==> config.mk <==
export PLATFORM = sky130hd
export DESIGN_NAME = first_positive_window_finder
export DESIGN_NICKNAME = d
export VERILOG_FILES = /design/src/hdl/fpwf_pkg.sv /design/src/hdl/first_positive_window_finder.sv
export SDC_FILE = /design/constraint.sdc
export NUM_CORES = 1
export LEC_CHECK = 0
export ABC_CLOCK_PERIOD_IN_PS = 6350
export BUFFER_PORTS_ARGS = -buffer_cell sky130_fd_sc_hd__buf_2
export CAP_MARGIN = 25
export CORE_MARGIN = 2
export CORE_UTILIZATION = 28
export CTS_CLUSTER_DIAMETER = 120
export DETAILED_ROUTE_END_ITERATION = 12
export SETUP_SLACK_MARGIN = 0.15
export SLEW_MARGIN = 20
export SYNTH_ARGS = -nofsm -noshare
export SYNTH_HDL_FRONTEND = slang
export SYNTH_SLANG_ARGS = --single-unit
==> constraint.sdc <==
create_clock -name clock -period 6.35 [get_ports clock]
set_input_delay 1.905 -clock clock [delete_from_list [all_inputs] [get_ports clock]]
set_output_delay 1.905 -clock clock [all_outputs]
set_load 0.1 [all_outputs]
==> src/hdl/fpwf_pkg.sv <==
// Shared constants for the first positive window finder.
`default_nettype none

package fpwf_pkg;

   localparam int SAMPLE_W    = 16;
   localparam int ROW_W       = 12;
   localparam int ROW_COUNT_W = 13;
   localparam int MAX_ROWS    = 4096;
   localparam int CSR_IDX_W   = 2;
   localparam int CSR_DATA_W  = 13;

   localparam logic [CSR_IDX_W-1:0] REG_ROW_COUNT    = 2'd0;
   localparam logic [CSR_IDX_W-1:0] REG_COLUMN_COUNT = 2'd1;

   localparam logic [ROW_COUNT_W-1:0] ROW_COUNT_RESET = 13'd3;
   localparam int                     COLUMN_COUNT_RESET = 3;

endpackage

`default_nettype wire

==> src/hdl/first_positive_window_finder.sv <==
// Top level: streaming search for the first all-positive square window of a frame.
// The result register is loaded from the update stage when that stage advances with the frame's last beat.
// Throughput: one sample beat per cycle, set by the read-modify-write of the per-column
//   run store (a same-column bypass covers one-column frames); stalls while a last beat waits on a held result.
// Reset: synchronous, active high; clears positions, runs, the hit record and the
//   per-column valid bits, and sets both size registers to 3. No clearing pass.
`default_nettype none

module first_positive_window_finder #(
   parameter int MAX_COLUMNS = 128,
   parameter int WINDOW      = 3,
   localparam int COL_W      = $clog2(MAX_COLUMNS)
) (
   input  wire                                 clock,
   input  wire                                 reset,
   input  wire                                 req_valid,
   output logic                                req_ready,
   input  wire  signed [fpwf_pkg::SAMPLE_W-1:0] req_sample,
   output logic                                rsp_valid,
   input  wire                                 rsp_ready,
   output logic                                rsp_found,
   output logic [fpwf_pkg::ROW_W-1:0]          rsp_top_row,
   output logic [COL_W-1:0]                    rsp_left_column,
   input  wire                                 csr_valid,
   output logic                                csr_ready,
   input  wire  [fpwf_pkg::CSR_IDX_W-1:0]       csr_index,
   input  wire  [fpwf_pkg::CSR_DATA_W-1:0]      csr_wdata
);

   localparam int CC_W  = $clog2(MAX_COLUMNS + 1);
   localparam int RUN_W = $clog2(WINDOW + 1);
   localparam int ROW_W = fpwf_pkg::ROW_W;
   localparam int RC_W  = fpwf_pkg::ROW_COUNT_W;

   localparam logic [RUN_W-1:0] RUN_FULL = RUN_W'(WINDOW);

   // configuration
   logic [RC_W-1:0] row_count_ff;
   logic [CC_W-1:0] column_count_ff;
   logic [RC_W-1:0] rows_eff;
   logic [CC_W-1:0] cols_eff;

   // position counters (input side)
   logic [COL_W-1:0] column_position_ff;
   logic [ROW_W-1:0] row_position_ff;
   logic [CC_W-1:0]  col_next;
   logic [RC_W-1:0]  row_next;
   logic             end_of_row;
   logic             end_of_frame;
   logic             accept;

   // run store
   logic [RUN_W-1:0]       run_mem [MAX_COLUMNS];
   logic [MAX_COLUMNS-1:0] run_vld_ff;
   logic [RUN_W-1:0]       mem_rd_ff;
   logic                   rd_vld_ff;
   logic                   byp_clr_ff;
   logic                   byp_hit_ff;
   logic [RUN_W-1:0]       byp_run_ff;

   // update stage
   logic             s_valid_ff;
   logic             s_pos_ff;
   logic [COL_W-1:0] s_col_ff;
   logic [ROW_W-1:0] s_row_ff;
   logic             s_last_ff;
   logic             s_go;
   logic [RUN_W-1:0] old_run;
   logic [RUN_W-1:0] v_run;
   logic [RUN_W-1:0] h_base;
   logic [RUN_W-1:0] h_run_in;
   logic [RUN_W-1:0] h_run_ff;
   logic             hit_now;
   logic             hit_seen_ff;
   logic [ROW_W-1:0] hit_row_ff;
   logic [COL_W-1:0] hit_col_ff;
   logic             hit_seen_in;
   logic [ROW_W-1:0] hit_row_in;
   logic [COL_W-1:0] hit_col_in;

   // result register
   logic             rsp_valid_ff;
   logic             rsp_found_ff;
   logic [ROW_W-1:0] rsp_top_row_ff;
   logic [COL_W-1:0] rsp_left_column_ff;

   assign csr_ready = 1'b1;

   always_ff @(posedge clock) begin
      if (reset) begin
         row_count_ff    <= fpwf_pkg::ROW_COUNT_RESET;
         column_count_ff <= CC_W'(fpwf_pkg::COLUMN_COUNT_RESET);
      end else if (csr_valid) begin
         unique case (csr_index)
            fpwf_pkg::REG_ROW_COUNT:    row_count_ff    <= csr_wdata[RC_W-1:0];
            fpwf_pkg::REG_COLUMN_COUNT: column_count_ff <= csr_wdata[CC_W-1:0];
            default: ;
         endcase
      end
   end

   always_comb begin
      if (row_count_ff == '0) begin
         rows_eff = RC_W'(1);
      end else if (row_count_ff > RC_W'(fpwf_pkg::MAX_ROWS)) begin
         rows_eff = RC_W'(fpwf_pkg::MAX_ROWS);
      end else begin
         rows_eff = row_count_ff;
      end
      if (column_count_ff == '0) begin
         cols_eff = CC_W'(1);
      end else if (column_count_ff > CC_W'(MAX_COLUMNS)) begin
         cols_eff = CC_W'(MAX_COLUMNS);
      end else begin
         cols_eff = column_count_ff;
      end
      col_next     = CC_W'(column_position_ff) + CC_W'(1);
      row_next     = RC_W'(row_position_ff) + RC_W'(1);
      end_of_row   = col_next >= cols_eff;
      end_of_frame = end_of_row && (row_next >= rows_eff);
   end

   assign s_go      = s_valid_ff && (!s_last_ff || !rsp_valid_ff || rsp_ready);
   assign req_ready = !s_valid_ff || s_go;
   assign accept    = req_valid && req_ready;

   always_ff @(posedge clock) begin
      if (reset) begin
         column_position_ff <= '0;
         row_position_ff    <= '0;
      end else if (accept) begin
         if (end_of_row) begin
            column_position_ff <= '0;
            if (end_of_frame) begin
               row_position_ff <= '0;
            end else begin
               row_position_ff <= row_position_ff + ROW_W'(1);
            end
         end else begin
            column_position_ff <= column_position_ff + COL_W'(1);
         end
      end
   end

   // store read and write; payload needs no reset
   always_ff @(posedge clock) begin
      if (s_go) begin
         run_mem[s_col_ff] <= v_run;
      end
      if (accept) begin
         mem_rd_ff  <= run_mem[column_position_ff];
         rd_vld_ff  <= run_vld_ff[column_position_ff];
         byp_clr_ff <= s_go && s_last_ff;
         byp_hit_ff <= s_go && (s_col_ff == column_position_ff);
         byp_run_ff <= v_run;
         s_pos_ff   <= (req_sample > 0);
         s_col_ff   <= column_position_ff;
         s_row_ff   <= row_position_ff;
         s_last_ff  <= end_of_frame;
      end
   end

   always_ff @(posedge clock) begin
      if (reset) begin
         run_vld_ff <= '0;
         s_valid_ff <= 1'b0;
      end else begin
         if (s_go && s_last_ff) begin
            run_vld_ff <= '0;
         end else if (s_go) begin
            run_vld_ff[s_col_ff] <= 1'b1;
         end
         if (accept) begin
            s_valid_ff <= 1'b1;
         end else if (s_go) begin
            s_valid_ff <= 1'b0;
         end
      end
   end

   always_comb begin
      if (byp_clr_ff) begin
         old_run = '0;
      end else if (byp_hit_ff) begin
         old_run = byp_run_ff;
      end else if (rd_vld_ff) begin
         old_run = mem_rd_ff;
      end else begin
         old_run = '0;
      end
      if (!s_pos_ff) begin
         v_run = '0;
      end else if (old_run >= RUN_FULL) begin
         v_run = RUN_FULL;
      end else begin
         v_run = old_run + RUN_W'(1);
      end
      h_base = (s_col_ff == '0) ? '0 : h_run_ff;
      if (v_run >= RUN_FULL) begin
         h_run_in = (h_base >= RUN_FULL) ? RUN_FULL : h_base + RUN_W'(1);
      end else begin
         h_run_in = '0;
      end
      hit_now = (h_run_in >= RUN_FULL) && !hit_seen_ff &&
                (s_row_ff >= ROW_W'(WINDOW - 1)) && (s_col_ff >= COL_W'(WINDOW - 1));
      hit_seen_in = hit_seen_ff;
      hit_row_in  = hit_row_ff;
      hit_col_in  = hit_col_ff;
      if (hit_now) begin
         hit_seen_in = 1'b1;
         hit_row_in  = s_row_ff - ROW_W'(WINDOW - 1);
         hit_col_in  = s_col_ff - COL_W'(WINDOW - 1);
      end
   end

   always_ff @(posedge clock) begin
      if (reset) begin
         h_run_ff    <= '0;
         hit_seen_ff <= 1'b0;
         hit_row_ff  <= '0;
         hit_col_ff  <= '0;
      end else if (s_go) begin
         if (s_last_ff) begin
            h_run_ff    <= '0;
            hit_seen_ff <= 1'b0;
            hit_row_ff  <= '0;
            hit_col_ff  <= '0;
         end else begin
            h_run_ff    <= h_run_in;
            hit_seen_ff <= hit_seen_in;
            hit_row_ff  <= hit_row_in;
            hit_col_ff  <= hit_col_in;
         end
      end
   end

   always_ff @(posedge clock) begin
      if (reset) begin
         rsp_valid_ff <= 1'b0;
      end else if (s_go && s_last_ff) begin
         rsp_valid_ff <= 1'b1;
      end else if (rsp_ready) begin
         rsp_valid_ff <= 1'b0;
      end
      if (s_go && s_last_ff) begin
         rsp_found_ff       <= hit_seen_in;
         rsp_top_row_ff     <= hit_row_in;
         rsp_left_column_ff <= hit_col_in;
      end
   end

   assign rsp_valid       = rsp_valid_ff;
   assign rsp_found       = rsp_found_ff;
   assign rsp_top_row     = rsp_top_row_ff;
   assign rsp_left_column = rsp_left_column_ff;

endmodule

`default_nettype wire

==> Flow_metrics.wiki <==
{| class="wikitable"
! Metric !! Value
|-
| Status || complete, no violations
|-
| Proportion of power drawn by combinational gates || 0.065
|-
| Switch Pwr || 1.53 mW
|-
| Worst VDD drop || 0.194 mV
|-
| Number of register bits inferred by synthesis || 496
|-
| Number of standard cells after synthesis || 1536
|-
| Final setup viols || 0
|-
| Largest net degree at the start of global routing || 93
|-
| Number of hold violations in the final report || 0
|-
| Type of element launching the critical path || input pin
|-
| Most used flip-flop cell after synthesis || sky130_fd_sc_hd__edfxtp_1
|-
| Worst Path Arrival || 2610 ps
|-
| Delay of the slowest cell on the worst path || 330 ps
|-
| Post-Synthesis Cell Area || 20400 µm²
|-
| Category of the most critical setup path || input pin to output pin
|-
| Maximum root-to-sink buffer count || 3
|-
| Area of the multi-input gates || 6980 µm²
|-
| Sequential cell area in the final layout || 13000 µm²
|-
| Max stage delay cell, worst path || sky130_fd_sc_hd__buf_2
|-
| Number of cells upsized or downsized after cts || 0
|-
| Initial core utilization || 0.284
|-
| Endpoint kind of the worst setup timing path || output pin
|-
| Switching share of total power || 0.226
|-
| Number of inserted filler cells in the final layout || 6996
|-
| Synthesis-to-finish area growth || 14.4%
|-
| Critical hold path startpoint || run_vld_ff[118]$_SDFFE_PP0P_
|-
| TritonCTS clock tree || built
|-
| Proportion of register bits with asynchronous set or reset after synthesis || 0
|-
| Setup Fix Bufs, Post-CTS || 0
|-
| Sinks on the clock net || 496
|-
| Count of port buffers added during placement || 57
|-
| Register share of total power || 0.517
|-
| Drt via density || 4.90
|-
| H-tree depth reported by CTS || 2
|-
| Row cnt || 98
|-
| Number of optimization iterations in the first detailed-route pass || 7
|-
| Max-capacitance violation count || 0
|-
| Max Transition Viols Final || 0
|-
| Avg WL per Cell || 18.3 µm
|-
| Cell leakage power || 7.63 nW
|-
| Clock root cell || sky130_fd_sc_hd__clkbuf_16
|-
| Util after Layout || 0.325
|-
| Clock insertion delay at the later pin of the skew report || 600 ps
|-
| Number of antenna violations at the first check in global routing || 0
|-
| Beginning of the worst register-to-register path || column_position_ff[0]$_SDFFE_PP0P_
|-
| Post-synthesis sequential area ratio || 0.637
|-
| Clock power frac || 0.418
|-
| Net count of the mapped netlist || 1601
|-
| Detailed-route DRC error count || 0
|-
| Synth top cells by count || sky130_fd_sc_hd__edfxtp_1, sky130_fd_sc_hd__dfxtp_1, sky130_fd_sc_hd__nor2_1
|-
| Total internal power || 5.23 mW
|-
| Critical path required time || 4450 ps
|-
| Number of enable flip-flop cells after synthesis || 304
|-
| Clk slew on worst S/H paths || 60 ps
|-
| Crit-path max FO || 3
|-
| Number of buffers inserted during clock tree synthesis || 49
|-
| Worst slew margin relative to its limit || 0.287
|-
| Maximum achievable frequency || 221 MHz
|-
| Final Skew || 29.4 ps
|-
| Count of inserted antenna diode cells || 0
|-
| Routability Congestion || 0.792
|-
| Global router's overall resource usage || 0.125
|-
| Power density over the cells || 290 nW/µm²
|-
| Global-route congestion overflow total || 0
|-
| DR vias || 12600
|-
| Worst path cell trace || buf_2, nor2b_1, nand3_1, buf_2
|-
| Layout cells sized above 1 || 0.151
|-
| Top area cells in the synthesized netlist || sky130_fd_sc_hd__edfxtp_1, sky130_fd_sc_hd__dfxtp_1, sky130_fd_sc_hd__mux4_2, sky130_fd_sc_hd__o21a_1, sky130_fd_sc_hd__nor2_1
|-
| Origin of the worst setup path || rsp_ready
|-
| Warning count from the yosys run || 0
|-
| Horiz. Die Dim || 274 µm
|-
| Dominant cell type by area after synthesis || sky130_fd_sc_hd__edfxtp_1
|-
| Hold Path Class || flip-flop to flip-flop
|-
| DR iter-0 viols || 1228
|-
| Antenna-violating nets left || 0
|-
| Core Footprint || 71700 µm²
|-
| Ports || 59
|-
| DP Wirelength || 29800 µm
|-
| Top cell type's share of synthesized area || 0.448
|-
| Vertical die dimension || 274 µm
|-
| Cell variety after synth || 59
|-
| Critical Path Most Common Cell || sky130_fd_sc_hd__buf_2
|-
| Total negative slack for setup checks || 0 ps
|-
| Post-Synthesis Mean Instance Area || 13.3 µm²
|-
| Total wire length || 47000 µm
|-
| Die Footprint || 75000 µm²
|-
| Clock period minus final worst setup slack || 4520 ps
|-
| Post-route cell area || 23300 µm²
|-
| Period utilisation layout || 0.712
|-
| Count leader, synth || sky130_fd_sc_hd__edfxtp_1
|-
| Slew at the pin with the worst max-slew slack || 1070 ps
|-
| Cell area reported after detailed placement || 21700 µm²
|-
| Number of global-route vias before repair || 12600
|-
| Unrepaired setup endpoints after global routing || no
|-
| Number of hold-repair buffers added at the cts stage || 0
|-
| Final-stage net count || 1643
|-
| First-pass GRT wire length || 73000 µm
|}
## cell type report
| cell class | count | area share |
|---|---|---|
| inverter | 20 | 0.00322 |
| clock inverter | 18 | 0.00907 |
| clock buffer | 74 | 0.0588 |
| sequential | 496 | 0.557 |
| tap | 950 | 0.0510 |
| multi-input combinational | 927 | 0.299 |
| timing repair buffer | 84 | 0.0218 |
## per-stage QoR
step	instances	hold WS, ps	setup slack, ps	total power [mW]
after floorplan	1536	403	862	3.87
after global placement	2475	441	1580	4.00
after detailed placement	2477	447	1530	4.01
after CTS	2569	463	1820	6.83
after global routing	2569	474	1750	6.98
final	2569	459	1830	6.76
## metal layers
metal / vias up / routed length [µm] / GRT usage
met3: 67 / 2670 / 0.0254
met2: 343 / 22600 / 0.209
li1: 5862 / - / -
met1: 6308 / 20700 / 0.164
met5: - / 0 / 0
met4: 0 / 1020 / 0.0336
## sequential cells by signal, indices dropped and copies added (netlist names), 2 cells and up
register            flops
column_position_ff      7
byp_run_ff              2
h_run_ff                2
hit_col_ff              7
mem_rd_ff               2
row_position_ff        12
hit_row_ff             12
rsp_top_row            12
rsp_left_column         7
column_count_ff         8
run_vld_ff            128
row_count_ff           13
run_mem               256
s_col_ff                7
s_row_ff               12
## cell families (layout without fill, tap and decap cells)
| group | after synthesis | count (layout) | synth area share |
|---|---|---|---|
| DFF | 496 | 496 | 0.637 |
| other | 1 | 1 | 0.000184 |
| AOI/OAI and AO/OA | 320 | 320 | 0.111 |
| buffers and inverters | 113 | 196 | 0.0225 |
| and+or+nand+nor | 416 | 416 | 0.0902 |
| adders and majority gates | 29 | 29 | 0.0178 |
| muxes | 130 | 130 | 0.108 |
| xor gates and xnor gates | 31 | 31 | 0.0133 |
## path summary, 6_finish.rpt
path	slack [ps]	depth (start not counted)	to
worst max-delay path	1830	4	req_ready
worst min-delay path	460	1	run_vld_ff[118]$_SDFFE_PP0P_
worst max register to register	2510	8	mem_rd_ff[0]$_DFFE_PP_
worst min register to register	460	1	run_vld_ff[118]$_SDFFE_PP0P_
## power groups by stage
stage          Combinational (mW)  Sequential (mW)  Clock, mW
2_1_floorplan               0.301             3.57          0
3_3_place_gp                0.434             3.56          0
3_5_place_dp                0.445             3.56          0
4_1_cts                     0.446             3.49       2.89
5_1_grt                     0.482             3.50       3.00
6_report                    0.442             3.49       2.82
## worst max-delay path, delay by kind of cell
kind / cells / cell delay [ps]
buffers and inverters: 2 / 430
AND/OR/NAND/NOR: 2 / 270
## layout by cell type (no fill, tap or decap), drive strengths merged, types with 3 or more instances in the layout
cell     count
clkbuf      74
xnor2       20
nand4        4
nor2b        7
o2bb2ai     16
buf         84
dfxtp      192
o22ai       22
a22o         3
a22oi       23
o21ai       12
clkinv      14
mux2i       56
and2         4
nor2       181
bufinv       3
nand2b       6
nor4        12
nand2      121
ha          29
and3         9
a211oi      23
a211o        4
mux4        72
a21o         3
or2          4
o21a       129
a21oi       60
nand3b      10
nor3b        5
o221ai       6
edfxtp     304
a32oi        3
inv         21
nand3       28
or3          4
nor3        14
or3b         3
xor2        11
No activity file was read; power rests on OpenSTA's default activity.
